## config.mk

```make
export PLATFORM = sky130hd
export DESIGN_NAME = sobel_mag
export DESIGN_NICKNAME = d
export VERILOG_FILES = /design/src/hw/rtl/sobel_pkg.sv /design/src/hw/rtl/sobel_mag.sv
export SDC_FILE = /design/constraint.sdc
export NUM_CORES = 1
export LEC_CHECK = 0
export CORE_MARGIN = 4
export CORE_UTILIZATION = 45
export DETAILED_ROUTE_END_ITERATION = 6
export DONT_BUFFER_PORTS = 1
export SLEW_MARGIN = 20
export SYNTH_ARGS = -nofsm -noshare
export SYNTH_HDL_FRONTEND = slang
export SYNTH_SLANG_ARGS = --single-unit
```

## constraint.sdc

```tcl
create_clock -name i_clk -period 18.7 [get_ports i_clk]
set_input_delay 2.805 -clock i_clk [delete_from_list [all_inputs] [get_ports i_clk]]
set_output_delay 2.805 -clock i_clk [all_outputs]
set_load 0.05 [all_outputs]
```

## src/hw/rtl/sobel_pkg.sv

```systemverilog
package sobel_pkg;

    localparam int MAX_WIDTH = 1024;
    localparam int COL_W     = $clog2(MAX_WIDTH);
    localparam int SLOT_W    = 2;
    localparam int ADDR_W    = COL_W + SLOT_W;
    localparam int PIX_W     = 24;
    localparam int WID_W     = 11;
    localparam int HGT_W     = 16;
    localparam int GRAD_W    = 12;
    localparam int SUM_W     = 22;
    localparam int MAG_W     = 8;
    localparam int NCH       = 3;

    localparam logic [2:0] ADDR_WIDTH_REG  = 3'd0;
    localparam logic [2:0] ADDR_HEIGHT_REG = 3'd4;

    typedef logic signed [GRAD_W-1:0] t_grad;
    typedef logic [MAG_W-1:0]         t_mag;

    // one sobel kernel term: direction x uses columns for sign, y uses rows
    function automatic t_grad kern_term(input logic [1:0] dr, input logic [1:0] dc,
                                        input logic [7:0] v, input logic ydir);
        logic [1:0] a;
        logic [1:0] b;
        t_grad      vs;
        t_grad      t;
        a  = ydir ? dr : dc;
        b  = ydir ? dc : dr;
        vs = t_grad'({4'b0, v});
        t  = (b == 2'd1) ? (vs <<< 1) : vs;
        if (a == 2'd1) begin
            return '0;
        end
        return (a == 2'd0) ? -t : t;
    endfunction

endpackage

```

## src/hw/rtl/sobel_mag.sv

```systemverilog
module sobel_mag (
    input  logic                i_clk,
    input  logic                i_rst_n,
    input  logic                i_start,
    input  sobel_pkg::t_grad    i_sx [3],
    input  sobel_pkg::t_grad    i_sy [3],
    output sobel_pkg::t_mag     o_mag [3],
    output logic                o_done
);
    import sobel_pkg::*;

    typedef enum logic [2:0] {
        M_IDLE = 3'b001,
        M_SQ   = 3'b010,
        M_ROOT = 3'b100
    } t_mstate;

    t_mstate             r_state;
    logic [2:0]          r_k;
    logic [2:0]          r_bit;
    logic                r_done;
    logic [SUM_W-1:0]    r_s [NCH];
    t_mag                r_r [NCH];
    t_grad               op;
    logic signed [2*GRAD_W-1:0] sq;
    logic [1:0]          ch;

    assign ch = r_k[2:1];
    assign op = r_k[0] ? i_sy[ch] : i_sx[ch];
    assign sq = op * op;

    always_ff @(posedge i_clk) begin
        if (!i_rst_n) begin
            r_state <= M_IDLE;
            r_done  <= 1'b0;
            r_k     <= '0;
            r_bit   <= '0;
        end else begin
            r_done <= 1'b0;
            unique case (r_state)
                M_IDLE: begin
                    if (i_start) begin
                        r_k     <= '0;
                        r_state <= M_SQ;
                        for (int i = 0; i < NCH; i++) begin
                            r_s[i] <= '0;
                            r_r[i] <= '0;
                        end
                    end
                end
                M_SQ: begin
                    r_s[ch] <= r_s[ch] + sq[SUM_W-1:0];
                    if (r_k == 3'd5) begin
                        r_bit   <= 3'd7;
                        r_state <= M_ROOT;
                    end else begin
                        r_k <= r_k + 3'd1;
                    end
                end
                M_ROOT: begin
                    for (int i = 0; i < NCH; i++) begin
                        logic [7:0]  t;
                        logic [15:0] p;
                        t = r_r[i] | (8'd1 << r_bit);
                        p = t * (t - 8'd1);
                        if ({6'b0, p} < r_s[i]) begin
                            r_r[i] <= t;
                        end
                    end
                    if (r_bit == 3'd0) begin
                        r_done  <= 1'b1;
                        r_state <= M_IDLE;
                    end else begin
                        r_bit <= r_bit - 3'd1;
                    end
                end
                default: r_state <= M_IDLE;
            endcase
        end
    end

    assign o_mag  = r_r;
    assign o_done = r_done;
endmodule

```

## After elaboration in Yosys (flattened, before gate mapping)

Memories as Yosys holds them, arrays and structs flattened. A register that Yosys moved wholly into a read port is not among the register bits.
Cells that the tools add are included.

- Register bits: 34
- RAM bits: 66
- Input bits: 75
- Memories: 1

Memory list:

| memory | depth | bits a word | rd ports | clocked after memory_dff | write ports | line | RTL |
|---|---|---|---|---|---|---|---|
| r_s | 3 | 22 | 4 | 1 | 3 | sobel_mag.sv:22 | `logic [SUM_W-1:0] r_s [NCH];` |

- Add/subtract/negate cells: 6
- Multipliers: 4
- Magnitude comparators: 4
- Equality and inequality tests: 12
- Shifts and indexed selects: 1
- Mux-type cells: 35
- Bitwise logic cells: 4
- Reductions and logical operators: 12

Operator list:

| cell | number |
|---|---|
| $lt A16 B22 Y1 | 3 |
| $mux W12 | 5 |
| $bmux W12 S2 | 2 |
| $mul A9 B9 Y16 | 3 |
| $pmux W24 S2 | 1 |
| $sub A8 B1 Y9 const B | 3 |
| $mux W24 | 1 |
| $mux W8 | 3 |
| $or A8 B8 Y8 | 3 |
| $add A22 B22 Y22 | 1 |
| $mul A12 B12 Y22 | 1 |
| $mux W22 | 1 |
| $reduce_or A22 Y1 | 1 |
| $mux W3 | 7 |
| $ne A2 B2 Y1 const B | 8 |
| $pmux W3 S2 | 2 |
| $reduce_and A4 Y1 | 3 |
| $mux W1 | 9 |
| $pmux W3 S3 | 1 |
| $reduce_and A3 Y1 | 3 |
| $shl A1 B3 Y8 const A | 1 |
| $eq A3 B3 Y1 const B | 2 |
| $mux W2 | 3 |
| $reduce_bool A2 Y1 | 3 |
| other kinds (8) | 8 |

## Longest topological paths before layout

- Depth in word-level cells: 8
- Gate-level depth with buffers: 36
- Depth with buffers taken out: 35

## Worst setup path after synthesis

OpenSTA, ideal clock, no wires.

- Path kind: input-to-reg
- Start point: input i_sx[23] (netlist bit)
- End point: memory r_s[0][18] (data pin)
- Data arrival time: 8.453 ns
- Data required time: 18.559 ns
- Slack: 10.106 ns
- Cell stages on the path: 23
- Buffers on the path: 1
- Path through: mux2_2 a221oi_2 a31o_2 clkbuf_1 nor2_1 fa_1 fa_1 fa_1 inv_1 fa_1 inv_1 fa_1 inv_1 fa_1 inv_1 ha_1 a21o_1 a21oi_1 o21ai_0 or4b_2 o21ai_0 a21oi_1 nor2_1

RTL lines:

| item | line | RTL |
|---|---|---|
| start: declaration | sobel_mag.sv:5 | `input sobel_pkg::t_grad i_sx [3],` |
| end: declaration | sobel_mag.sv:22 |  |

## Worst setup path in the final report

- Start point: register r_bit[2]
- End point: register r_r, in the netlist o_mag[5] (enable)

- Longest elaborated chain between the ends: 7

Ends and longest elaborated chain:

| item | line | RTL |
|---|---|---|
| start: declaration | sobel_mag.sv:20 | `logic [2:0] r_bit;` |
| start signal: assignment | sobel_mag.sv:74 | `r_bit <= r_bit - 3'd1;` |
| $shl A1 B3 Y8 (*) | sobel_mag.sv:64 | `t = r_r[i] \| (8'd1 << r_bit);` |
| $or A8 B8 Y8 (*) | sobel_mag.sv:64 |  |
| $sub A8 B1 Y9 | sobel_mag.sv:65 | `p = t * (t - 8'd1);` |
| $mul A9 B9 Y16 (*) | sobel_mag.sv:65 |  |
| $lt A16 B22 Y1 (*) | sobel_mag.sv:66 | `if ({6'b0, p} < r_s[i]) begin` |
| $ne A2 B2 Y1 (no source line) (*) | -- |  |
| $reduce_and A4 Y1 (no source line) (*) | -- |  |
| end signal: indexed assignment | sobel_mag.sv:67 | `r_r[i] <= t;` |
| end: declaration | sobel_mag.sv:23 | `t_mag r_r [NCH];` |

Mark *: on every way between the ends. The rest lies on a longest branch, timed or not.
A chain may end at the register's enable or synchronous reset.

==> results by group <==
Logic synthesis
  – Main flop type after synthesis: edfxtp_1
  – Mapped Area: between 15000 and 20000 µm²
  – Area contributors post-synth: fa_1, ha_1, edfxtp_1
  – Most frequent cell after synthesis: inv_1
  – Post-synth EDFFs: 112
  – Sequential share of the synthesized area: a little under a fifth
  – Post-synthesis cell count: 1939
  – Synth top area share: between 20% and 30%
  – Yosys reg bits: 124
  – Synth warnings: 0
  – Cell accounting for the most synthesized area: fa_1
  – Syn Nets: approximately 2500
  – Post-synth cell types: 72
  – Asr flop ratio synth: 0%
  – Post-synth top cells: inv_1, ha_1, fa_1
  – Syn avg cell area: just under 10 µm²

Routing
  – Vias: around 13000
  – Drc violations: 0
  – Post-Route WL: 43.7 mm
  – Via density: between 5 and 6
  – Post-DRT Antenna Nets: 0
  – Router iterations before antenna repair: 5
  – DRT iter0 DRCs: ~800
  – Drt wl/cell: approximately 18 µm

Place
  – Post-DP HPWL: about 36 mm
  – DP Area: roughly 20000 µm²
  – Setup Slack @ Placement: a little over 9000 ps
  – Final GP Congestion: between 0.8 and 0.9
  – IO buf count: 0

Critical path
  – CP max FO: 18
  – CP startpoint kind: flop
  – Setup CP Type: reg2reg
  – WP data required: 18760 ps
  – Setup crit end kind: flop
  – Crit path DAT: between 9000 and 10000 ps

Worst hold path
  – Hold Crit Class: reg2reg

Timing
  – Setup TNS Final: 0 ps
  – Final count of hold timing violations: 0
  – Slew of the pin with the lowest slew margin: 1080 ps
  – Tmin final: around 9500 ps
  – Final Max Tran Viols: 0
  – RSZ-0062 raised after global routing: no
  – Final setup vio count: 0
  – Part of the cycle the worst path needs: 50.8%
  – Max Freq: 105 MHz
  – Setup Skew: 12.5 ps
  – Final worst slack: about 9000 ps
  – Rel. slew slack: a little over a quarter

Clocking
  – Cts-stage hold buffer count: 0
  – CTS root buf: clkbuf_16
  – CTS sink count: 124
  – Post-CTS Setup Bufs: 0
  – Clk buf depth: 2
  – CTS tree: done
  – Skew-Pair Late Insertion Delay: about 430 ps
  – Count of cells resized by post-cts repair: 0
  – Num CTS Buffers: 17
  – H-tree levels: 4
  – Clock transition at path regs: 70 ps

Floorplan
  – Core Region: ~42000 µm²
  – IO Pins: 100
  – Die H: ~210 µm
  – Die Span X: 214 µm
  – Rows: 75
  – Initial Util: between 40% and 50%
  – Full die area: around 46000 µm²

Final layout
  – Post-layout utilization of the core: 48.5%
  – Share of layout cells above drive strength 1: 8.24%
  – Post-layout nets: between 2000 and 3000
  – Antenna cells: 0
  – Fin area: 20300 µm²
  – Layout area overhead: 6.49%

Global routing
  – Vias in the first global route: roughly 14000
  – GRT Total Usage: between 20 and 25%
  – Initial antenna violation count: 1
  – First-pass GRT wire length: between 70 and 80 mm
  – Pin count of the biggest net entering global routing: 32
  – Remaining Overflow, GRT: 0

Job
  – Max_cap viols: 0

Status
  – Status: complete, no violations
-- flip-flops by register name, summed over array words and instances, names as in the netlist, named ones only --
signal	count
o_done	1
r_k	3
r_bit	3
r_s	88
o_mag	24
r_state	3
-- final cells by class --
type | count | area (µm²)
clock buffer | 17 | 425
sequential | 124 | 3600
fill | 3911 | 21600
inverter | 406 | 1540
clock inverter | 15 | 145
multi-input combinational | 1370 | 13700
timing repair buffer | 22 | 165
tap | 539 | 674
-- kinds of logic (layout without fill, tap and decap cells) --
group,count (synthesis),in the layout,share of synthesized area [%]
adders and majority gates,531,531,45.1
muxes,48,48,3.99
AOI/OAI and AO/OA,177,177,6.12
xor gates and xnor gates,77,77,3.58
DFF,124,124,18.9
buffers and inverters,445,460,9.05
and+or+nand+nor,537,537,13.2
-- worst max-delay path, cell delays in order (launching register included) --
cell and delay [ps]:
dfxtp_1 950, nor2b_1 380, nor2_2 690, nand3_1 180
or3_1 360, or3_1 320, ha_1 380, or2_2 340
fa_1 490, fa_1 550, inv_1 60, fa_1 500
fa_1 550, inv_1 50, fa_1 490, inv_1 40
ha_1 310, inv_1 80, nor2_1 40, nor2_1 150
o21ai_0 140, o41ai_1 410, o21ai_0 210, xnor2_1 160
ha_1 290, o2111ai_1 240, o21ai_0 120, nor2_1 620
-- final timing paths --
path                                              start                 endpoint  slack [ps]  depth (start not counted)
worst max-delay path              r_bit[2]$_SDFFE_PN0P_   o_mag[5]$_SDFFCE_PP0P_        9200                         27
worst min-delay path            r_state[1]$_SDFFE_PN0P_  r_state[0]$_SDFFE_PN1P_         540                          1
worst max register to register    r_bit[2]$_SDFFE_PN0P_   o_mag[5]$_SDFFCE_PP0P_        9200                         27
worst min register to register  r_state[1]$_SDFFE_PN0P_  r_state[0]$_SDFFE_PN1P_         540                          1
-- routing by layer --
| metal | track usage, % | up-vias | part of all wire [%] |
|---|---|---|---|
| li1 | - | 6212 | - |
| met1 | 26.6 | 6614 | 43 |
| met2 | 34.7 | 292 | 50 |
| met3 | 3.20 | 70 | 4.3 |
| met4 | 5.39 | 2 | 2.6 |
| met5 | 0 | - | 0.037 |
-- cell usage in the layout (no fill, tap or decap), types with 23 or more instances in the layout --
cell and instances:
a21oi_1 51, and2_1 23, edfxtp_1 112, fa_1 260, ha_1 271, inv_1 391
nand2_1 111, nor2_1 258, o21ai_0 34, or2_2 31, xnor2_1 60
-- metrics by stage --
step,cells,hold slack (ps)
2_1_floorplan,1939,483
3_3_place_gp,2461,496
3_5_place_dp,2461,516
4_1_cts,2493,534
5_1_grt,2493,588
6_report,2493,540
Power is left out: the tool's default activity adds up to more than one toggle a clock period on the data nets, which glitch-free logic cannot reach.
